===== config.mk =====
export PLATFORM = sky130hd
export DESIGN_NAME = pulse_duration_to_symbol_packer_core
export DESIGN_NICKNAME = d
export VERILOG_FILES = /design/src/design/pdsp_pkg.sv /design/src/design/pdsp_word_build.sv /design/src/design/pulse_duration_to_symbol_packer_core.sv
export VERILOG_INCLUDE_DIRS = /design/src /design/src/design
export SDC_FILE = /design/constraint.sdc
export NUM_CORES = 1
export LEC_CHECK = 0
export BUFFER_PORTS_ARGS = -buffer_cell sky130_fd_sc_hd__buf_2
export CORE_UTILIZATION = 60
export DETAILED_ROUTE_END_ITERATION = 6
export PLACE_DENSITY = 0.79
export SYNTH_ARGS = -nofsm -noshare
export SYNTH_HDL_FRONTEND = slang
export SYNTH_SLANG_ARGS = --single-unit
export TNS_END_PERCENT = 5

===== constraint.sdc =====
create_clock -name clk -period 8.3 [get_ports clk]
set_clock_uncertainty 0.15 [all_clocks]
set_input_delay 1.66 -clock clk [delete_from_list [all_inputs] [get_ports clk]]
set_output_delay 1.66 -clock clk [all_outputs]
set_load 0.05 [all_outputs]

===== src/design/pulse_duration_to_symbol_packer_core_assert.svh =====
// assertion macros for the pulse duration to symbol packer
`ifndef PULSE_DURATION_TO_SYMBOL_PACKER_CORE_ASSERT_SVH
`define PULSE_DURATION_TO_SYMBOL_PACKER_CORE_ASSERT_SVH

`ifndef ASSERT_OFF
`define PDSP_ASSERT_ALWAYS(lbl, expr) \
  lbl: assert property (@(posedge clk) disable iff (rst) (expr)) \
    else $error("pdsp invariant violated");
`define PDSP_ASSERT_NEXT(lbl, ante, cons) \
  lbl: assert property (@(posedge clk) disable iff (rst) (ante) |=> (cons)) \
    else $error("pdsp sequence violated");
`else
`define PDSP_ASSERT_ALWAYS(lbl, expr)
`define PDSP_ASSERT_NEXT(lbl, ante, cons)
`endif

`endif


===== src/design/pdsp_pkg.sv =====
// shared types and constants for the pulse duration to symbol packer
`timescale 1ns / 1ps
package pdsp_pkg;

  localparam int DurBits   = 16;
  localparam int SlotBits  = 15;
  localparam int LenBits   = 15;
  localparam int CalcBits  = DurBits + 3;
  localparam int FifoDepth = 4;
  localparam int PtrBits   = $clog2(FifoDepth);
  localparam int CntBits   = $clog2(FifoDepth + 1);

  localparam logic [CalcBits-1:0] SlotMax  = CalcBits'((64'd1 << SlotBits) - 64'd1);
  localparam logic [CalcBits-1:0] SatLimit = CalcBits'(3 * ((64'd1 << SlotBits) - 64'd1));

  typedef struct packed {
    logic               level;
    logic [LenBits-1:0] len;
  } half_t;

  typedef struct packed {
    logic  final_word;
    half_t second;
    half_t first;
  } word_t;

  typedef struct packed {
    logic  valid;
    half_t half;
  } held_t;

  typedef struct packed {
    logic [1:0] count;
    word_t      word_a;
    word_t      word_b;
    held_t      held;
    logic       next_level;
  } build_t;

endpackage


===== src/design/pdsp_word_build.sv =====
// splits one duration into chunks and pairs half-slots into symbol words
`timescale 1ns / 1ps
module pdsp_word_build
  import pdsp_pkg::*;
(
  input  logic [DurBits-1:0] duration,
  input  logic               burst_end,
  input  held_t              held,
  input  logic               next_level,
  output build_t             result
);

  logic [CalcBits-1:0] dur;
  logic [CalcBits-1:0] c1;
  logic [CalcBits-1:0] rem1;
  logic [CalcBits-1:0] c2;
  logic [CalcBits-1:0] c3;
  logic [2:0]          chunks;
  logic [2:0]          total;
  half_t               h0, h1, h2, h3;
  half_t               ch1, ch2, ch3;
  half_t               zero_half;

  always_comb begin
    zero_half = '0;
    dur = (duration == '0) ? CalcBits'(1) : CalcBits'(duration);
    if (dur > SatLimit) begin
      dur = SatLimit;
    end
    c1   = (dur > SlotMax) ? SlotMax : dur;
    rem1 = dur - c1;
    c2   = (rem1 > SlotMax) ? SlotMax : rem1;
    c3   = rem1 - c2;
    chunks = 3'd1 + ((rem1 != '0) ? 3'd1 : 3'd0) + ((c3 != '0) ? 3'd1 : 3'd0);
    total  = chunks + (held.valid ? 3'd1 : 3'd0);

    ch1 = '{level: next_level, len: c1[LenBits-1:0]};
    ch2 = '{level: next_level, len: c2[LenBits-1:0]};
    ch3 = '{level: next_level, len: c3[LenBits-1:0]};

    if (held.valid) begin
      h0 = held.half;
      h1 = ch1;
      h2 = ch2;
      h3 = ch3;
    end else begin
      h0 = ch1;
      h1 = ch2;
      h2 = ch3;
      h3 = zero_half;
    end

    // words go out as halves pair up; an odd tail waits or closes the burst
    result.word_a.first  = h0;
    result.word_a.second = (total >= 3'd2) ? h1 : zero_half;
    result.word_b.first  = h2;
    result.word_b.second = (total == 3'd4) ? h3 : zero_half;

    if (total >= 3'd2) begin
      result.count = ((total == 3'd4) || (total == 3'd3 && burst_end)) ? 2'd2 : 2'd1;
    end else begin
      result.count = burst_end ? 2'd1 : 2'd0;
    end
    result.word_a.final_word = burst_end && (result.count == 2'd1);
    result.word_b.final_word = burst_end;

    if (total[0] && !burst_end) begin
      result.held.valid = 1'b1;
      result.held.half  = (total == 3'd1) ? h0 : h2;
    end else begin
      result.held = '0;
    end
    result.next_level = burst_end ? 1'b1 : ~next_level;
  end

endmodule


===== src/design/pulse_duration_to_symbol_packer_core.sv =====
// top level of the pulse duration to symbol packer
//
//   port group  dir  contents
//   s_*         in   duration request, tlast = end of burst
//   m_*         out  symbol word, tlast = last word of burst
//
// a request is registered, then split and paired combinationally into 0 to 2 words
// that enter a 4-entry output queue; with m_tready high it drains a word per cycle
// and the core sustains one request per cycle for 0 or 1 words, not for 2 words
// a registered request is processed only when the queue has room for two words
// rst is synchronous and clears the request register, queue and pending half
`timescale 1ns / 1ps
module pulse_duration_to_symbol_packer_core
  import pdsp_pkg::*;
(
  input  logic        clk,
  input  logic        rst,
  input  logic        s_tvalid,
  output logic        s_tready,
  input  logic [15:0] s_tdata,  // [15:0] duration
  input  logic        s_tlast,
  output logic        m_tvalid,
  input  logic        m_tready,
  output logic [31:0] m_tdata,  // [0] first_level, [15:1] first_length,
                                // [16] second_level, [31:17] second_length
  output logic        m_tlast
);

`include "pulse_duration_to_symbol_packer_core_assert.svh"

  logic               in_valid;
  logic [DurBits-1:0] in_duration;
  logic               in_last;
  held_t              held;
  logic               next_level;
  build_t             build;
  logic               proc;
  logic               pop;

  word_t              fifo [FifoDepth];
  logic [PtrBits-1:0] wr_ptr;
  logic [PtrBits-1:0] rd_ptr;
  logic [CntBits-1:0] count;
  logic [CntBits-1:0] count_next;
  word_t              head;

  pdsp_word_build u_build (
    .duration   (in_duration),
    .burst_end  (in_last),
    .held       (held),
    .next_level (next_level),
    .result     (build)
  );

  assign proc     = in_valid && (count <= CntBits'(FifoDepth - 2));
  assign s_tready = !in_valid || proc;
  assign pop      = m_tvalid && m_tready;
  assign m_tvalid = (count != '0);
  assign head     = fifo[rd_ptr];
  assign m_tdata  = {head.second.len, head.second.level, head.first.len, head.first.level};
  assign m_tlast  = head.final_word;

  always_comb begin
    count_next = count;
    if (proc) begin
      count_next = count_next + CntBits'(build.count);
    end
    if (pop) begin
      count_next = count_next - CntBits'(1);
    end
  end

  always_ff @(posedge clk) begin
    if (rst) begin
      in_valid   <= 1'b0;
      held       <= '0;
      next_level <= 1'b1;
      wr_ptr     <= '0;
      rd_ptr     <= '0;
      count      <= '0;
    end else begin
      if (s_tvalid && s_tready) begin
        in_valid <= 1'b1;
      end else if (proc) begin
        in_valid <= 1'b0;
      end
      if (proc) begin
        held       <= build.held;
        next_level <= build.next_level;
        wr_ptr     <= wr_ptr + PtrBits'(build.count);
      end
      if (pop) begin
        rd_ptr <= rd_ptr + PtrBits'(1);
      end
      count <= count_next;
    end
  end

  always_ff @(posedge clk) begin
    if (s_tvalid && s_tready) begin
      in_duration <= s_tdata[DurBits-1:0];
      in_last     <= s_tlast;
    end
    if (proc && build.count != 2'd0) begin
      fifo[wr_ptr] <= build.word_a;
    end
    if (proc && build.count == 2'd2) begin
      fifo[wr_ptr + PtrBits'(1)] <= build.word_b;
    end
  end

  `PDSP_ASSERT_ALWAYS(a_count_in_range, count <= CntBits'(FifoDepth))
  `PDSP_ASSERT_NEXT(a_burst_end_clears_held, proc && in_last, !held.valid && next_level)
  `PDSP_ASSERT_NEXT(a_pending_half_holds, !proc, $stable(held) && $stable(next_level))

endmodule

==> impl_metrics.tcl <==
set metrics [dict create \
    ios 56 \
    yosys_register_bits 177 \
    clock_insertion_delay_worst_skew_ns 0.43 \
    critical_path_peak_fanout 29 \
    comb_power_share_pct 37.9 \
    ys_async_sr_fraction_pct 0 \
    most_frequent_cells_in_the_layout "149 x edfxtp_1, 71 x o21ai_0, 66 x nand2_1" \
    fin_crit_sh_pct 82.9 \
    port_buffers 55 \
    core_area_sq_um 14600 \
    dpl.hpwl_microns 16000 \
    setup-violations-final 0 \
    critical_path.reg2reg.startpoint "in_duration[15]" \
    synth_area_per_cell_sq_um 11.7 \
    cell_accounting_for_the_most_synthesized_area "edfxtp_1" \
    part_of_the_power_in_registers_pct 37.6 \
    edff_count_synth 149 \
    finalMaxSlewViolations 0 \
    maxClockFrequency_ghz 0.145 \
    timing.critical_path.from_type "flip-flop" \
    synth.lib_cells_used.distinct 67 \
    static-leakage-power_nw 3.35 \
    cts-root-buf "clkbuf_16" \
    average_vias_per_placed_instance 6.94 \
    run_status "completed" \
    antenna_found_initial 0 \
    initialDrtViolationCount 1209 \
    tritoncts "built" \
    ctsHoldBuffers 0 \
    design.final.nets 833 \
    fp.dieW_microns 124 \
    clock_sinks 177 \
    timing.critical_path.to_type "flip-flop" \
    worst-endpoint-required_ns 8.34 \
    seq_area_frac_synth_pct 56.0 \
    min-delay-start "held[9]" \
    power.switching_fraction_pct 38.8 \
    cellInternalPower_mw 1.91 \
    timing_worst_slew_pin_value_ns 1.25 \
    layout-drive-gt1-share_pct 20.7 \
    power_frac_clock_pct 24.5 \
    synthesis.yosys.warnings 0 \
    wl_per_cell_microns 23.6 \
    route.vias.total 6937 \
    synth_top_area_share_pct 49.8 \
    floorplan.die.height_microns 124 \
    drt.antenna.violating_nets 0 \
    worstHoldPathType "flip-flop to flip-flop" \
    critPathArrivalTime_ns 6.92 \
    switching_power_mw 1.21 \
    drt_drc_violations_left 0 \
    synthToLayoutAreaGrowth_pct 10.8 \
    wirelength_microns 23500 \
    postCtsSetupRepairBufs 0 \
    worst_slew_margin_rel_pct 15.8 \
    globalRouteOverflowTotal 0 \
    worstPathCellList "buf_4 -> inv_1 -> nor2_1 -> inv_1 -> ha_1 -> o22ai_2 -> inv_2 -> ha_1 -> nor3_1 -> ha_1 -> inv_1 -> ha_1 -> inv_1 -> ha_1 -> or3b_1 -> a21oi_2 -> inv_2 -> or4_1 -> nand2_1 -> mux2_2" \
    global_route.usage.total_pct 30.7 \
    synth.top_cells.by_area "edfxtp_1 50%, mux4_2 8.3%, dfxtp_1 6.2%" \
    r2r-end "fifo[3][15]" \
    worst_path_largest_cell_delay_ns 0.78 \
    crit_type "flip-flop to flip-flop" \
    row_count 44 \
    timing.max_cap.violations 0 \
    layout_commonest_cell "edfxtp_1" \
    layout_min_cycle_time_ns 6.88 \
    critical_path.startpoint "in_duration[15]" \
    hold_path_depth 2 \
    mappedNetlistNets 800 \
    hold_path_end "held[9]" \
    fin_area_sq_um 9960 \
    power_per_cell_area_nw_per_um2 312 \
    cp_slowest_cell "or4_1" \
    dominantRegCellSynth "edfxtp_1" \
    reg2reg_slack_ns 1.42 \
    first_global_vias 6528 \
    first_pass_iters 5 \
    clk_path_buf_depth 2 \
    worst_reg2reg_path_depth 20 \
    hold_viol 0 \
    syn-cell-area_sq_um 8990 \
    ctsHtreeMaxLevel 4 \
    max_vdd_drop_mv 0.157 \
    n_antenna_cell 0 \
    fin_setup_tns_ns 0 \
    grt_setup_unrepaired "false" \
    grt_start_max_net_pins 41 \
    dpl-instance-area_sq_um 9400 \
    postCtsResizedCells 0 \
    grt_first_pass_wirelength_microns 36300 \
    clk_pin_slew_ns 0.07 \
    cp_common_cell "ha_1" \
    floorplan.die_area_sq_um 15500 \
    syn-instance-count 769 \
    routabilityCongestion 0.983 \
    cts_made_buffers 17 \
    initial_utilization_pct 61.6 \
]
[routing by layer]
layer	global-route usage, %	wire [microns]	up-vias
li1	-	-	3044
met5	0	0	-
met1	41.3	9130	3326
met3	6.31	2410	82
met2	48.5	11100	485
met4	13.7	860	0
[Yosys cell counts, drive strengths merged, types with 12 or more instances]
master / number
a21oi: 26
buf: 17
clkbuf: 41
dfxtp: 28
edfxtp: 149
inv: 16
mux4: 33
nand2: 66
nand3: 18
nor2: 66
nor3: 21
o21ai: 84
o221ai: 12
o22ai: 44
or3: 13
[critical path: cells and delay by family (launching register included)]
family / cells / cell delay (ns)
AOI/OAI and AO/OA: 2 / 1.18
adders and majority gates: 5 / 1.59
buffers and inverters: 7 / 1.10
DFF: 1 / 0.32
muxes: 1 / 0.34
and+or+nand+nor: 5 / 1.95
[through the flow]
stage	setup slack, ns	util, %	instances	power (mW)	hold WS [ns]
after floorplan	1.73	-	769	2.07	0.277
after global placement	1.86	64.5	967	2.33	0.296
after detailed placement	1.62	64.5	967	2.36	0.305
after CTS	1.57	68.3	999	3.11	0.321
after global routing	0.976	68.3	999	3.23	0.344
final	1.42	68.3	999	3.11	0.323
[power by group through the flow]
| stage | registers, mW | logic (mW) | clock network (mW) |
|---|---|---|---|
| 3_5_place_dp | 1.19 | 1.17 | 0 |
| 2_1_floorplan | 1.16 | 0.909 | 0 |
| 3_3_place_gp | 1.18 | 1.15 | 0 |
| 5_1_grt | 1.18 | 1.25 | 0.796 |
| 6_report | 1.17 | 1.18 | 0.763 |
| 4_1_cts | 1.17 | 1.18 | 0.763 |
[registers in the layout, indices dropped and copies added, names as in the netlist, named ones only]
register	cells
count	3
held	17
wr_ptr	2
in_valid	1
in_last	1
rd_ptr	2
fifo	132
in_duration	16
next_level	1
[cell type report]
| cell class | count | area [sq um] |
|---|---|---|
| Clock inverter | 15 | 135 |
| Multi-Input combinational cell | 518 | 3670 |
| Clock buffer | 17 | 425 |
| Fill cell | 1017 | 4620 |
| Timing Repair Buffer | 72 | 403 |
| Tap cell | 184 | 230 |
| Inverter | 16 | 60.1 |
| Sequential cell | 177 | 5040 |
[how the worst max path moves through the flow]
| stage | end | slack, ns |
|---|---|---|
| 6_report | fifo[3][15] | 1.42 |
| 5_1_grt | count[2] | 0.98 |
| 4_1_cts | fifo[3][15] | 1.57 |
| 3_5_place_dp | fifo[3][15] | 1.62 |
| 3_3_place_gp | fifo[1][15] | 1.86 |
| 2_1_floorplan | fifo[0][0] | 1.73 |
[logic make-up (layout without fill, tap and decap cells)]
family | Yosys count | in the layout | synth area share (%)
flops | 177 | 177 | 56.0
buf+inv | 74 | 120 | 3.33
xor+xnor | 10 | 10 | 0.974
compound gates | 210 | 210 | 15.0
fa+ha+maj | 10 | 10 | 1.48
mux | 51 | 51 | 10.4
simple gates | 237 | 237 | 12.8
(Power assumes the default switching activity.)
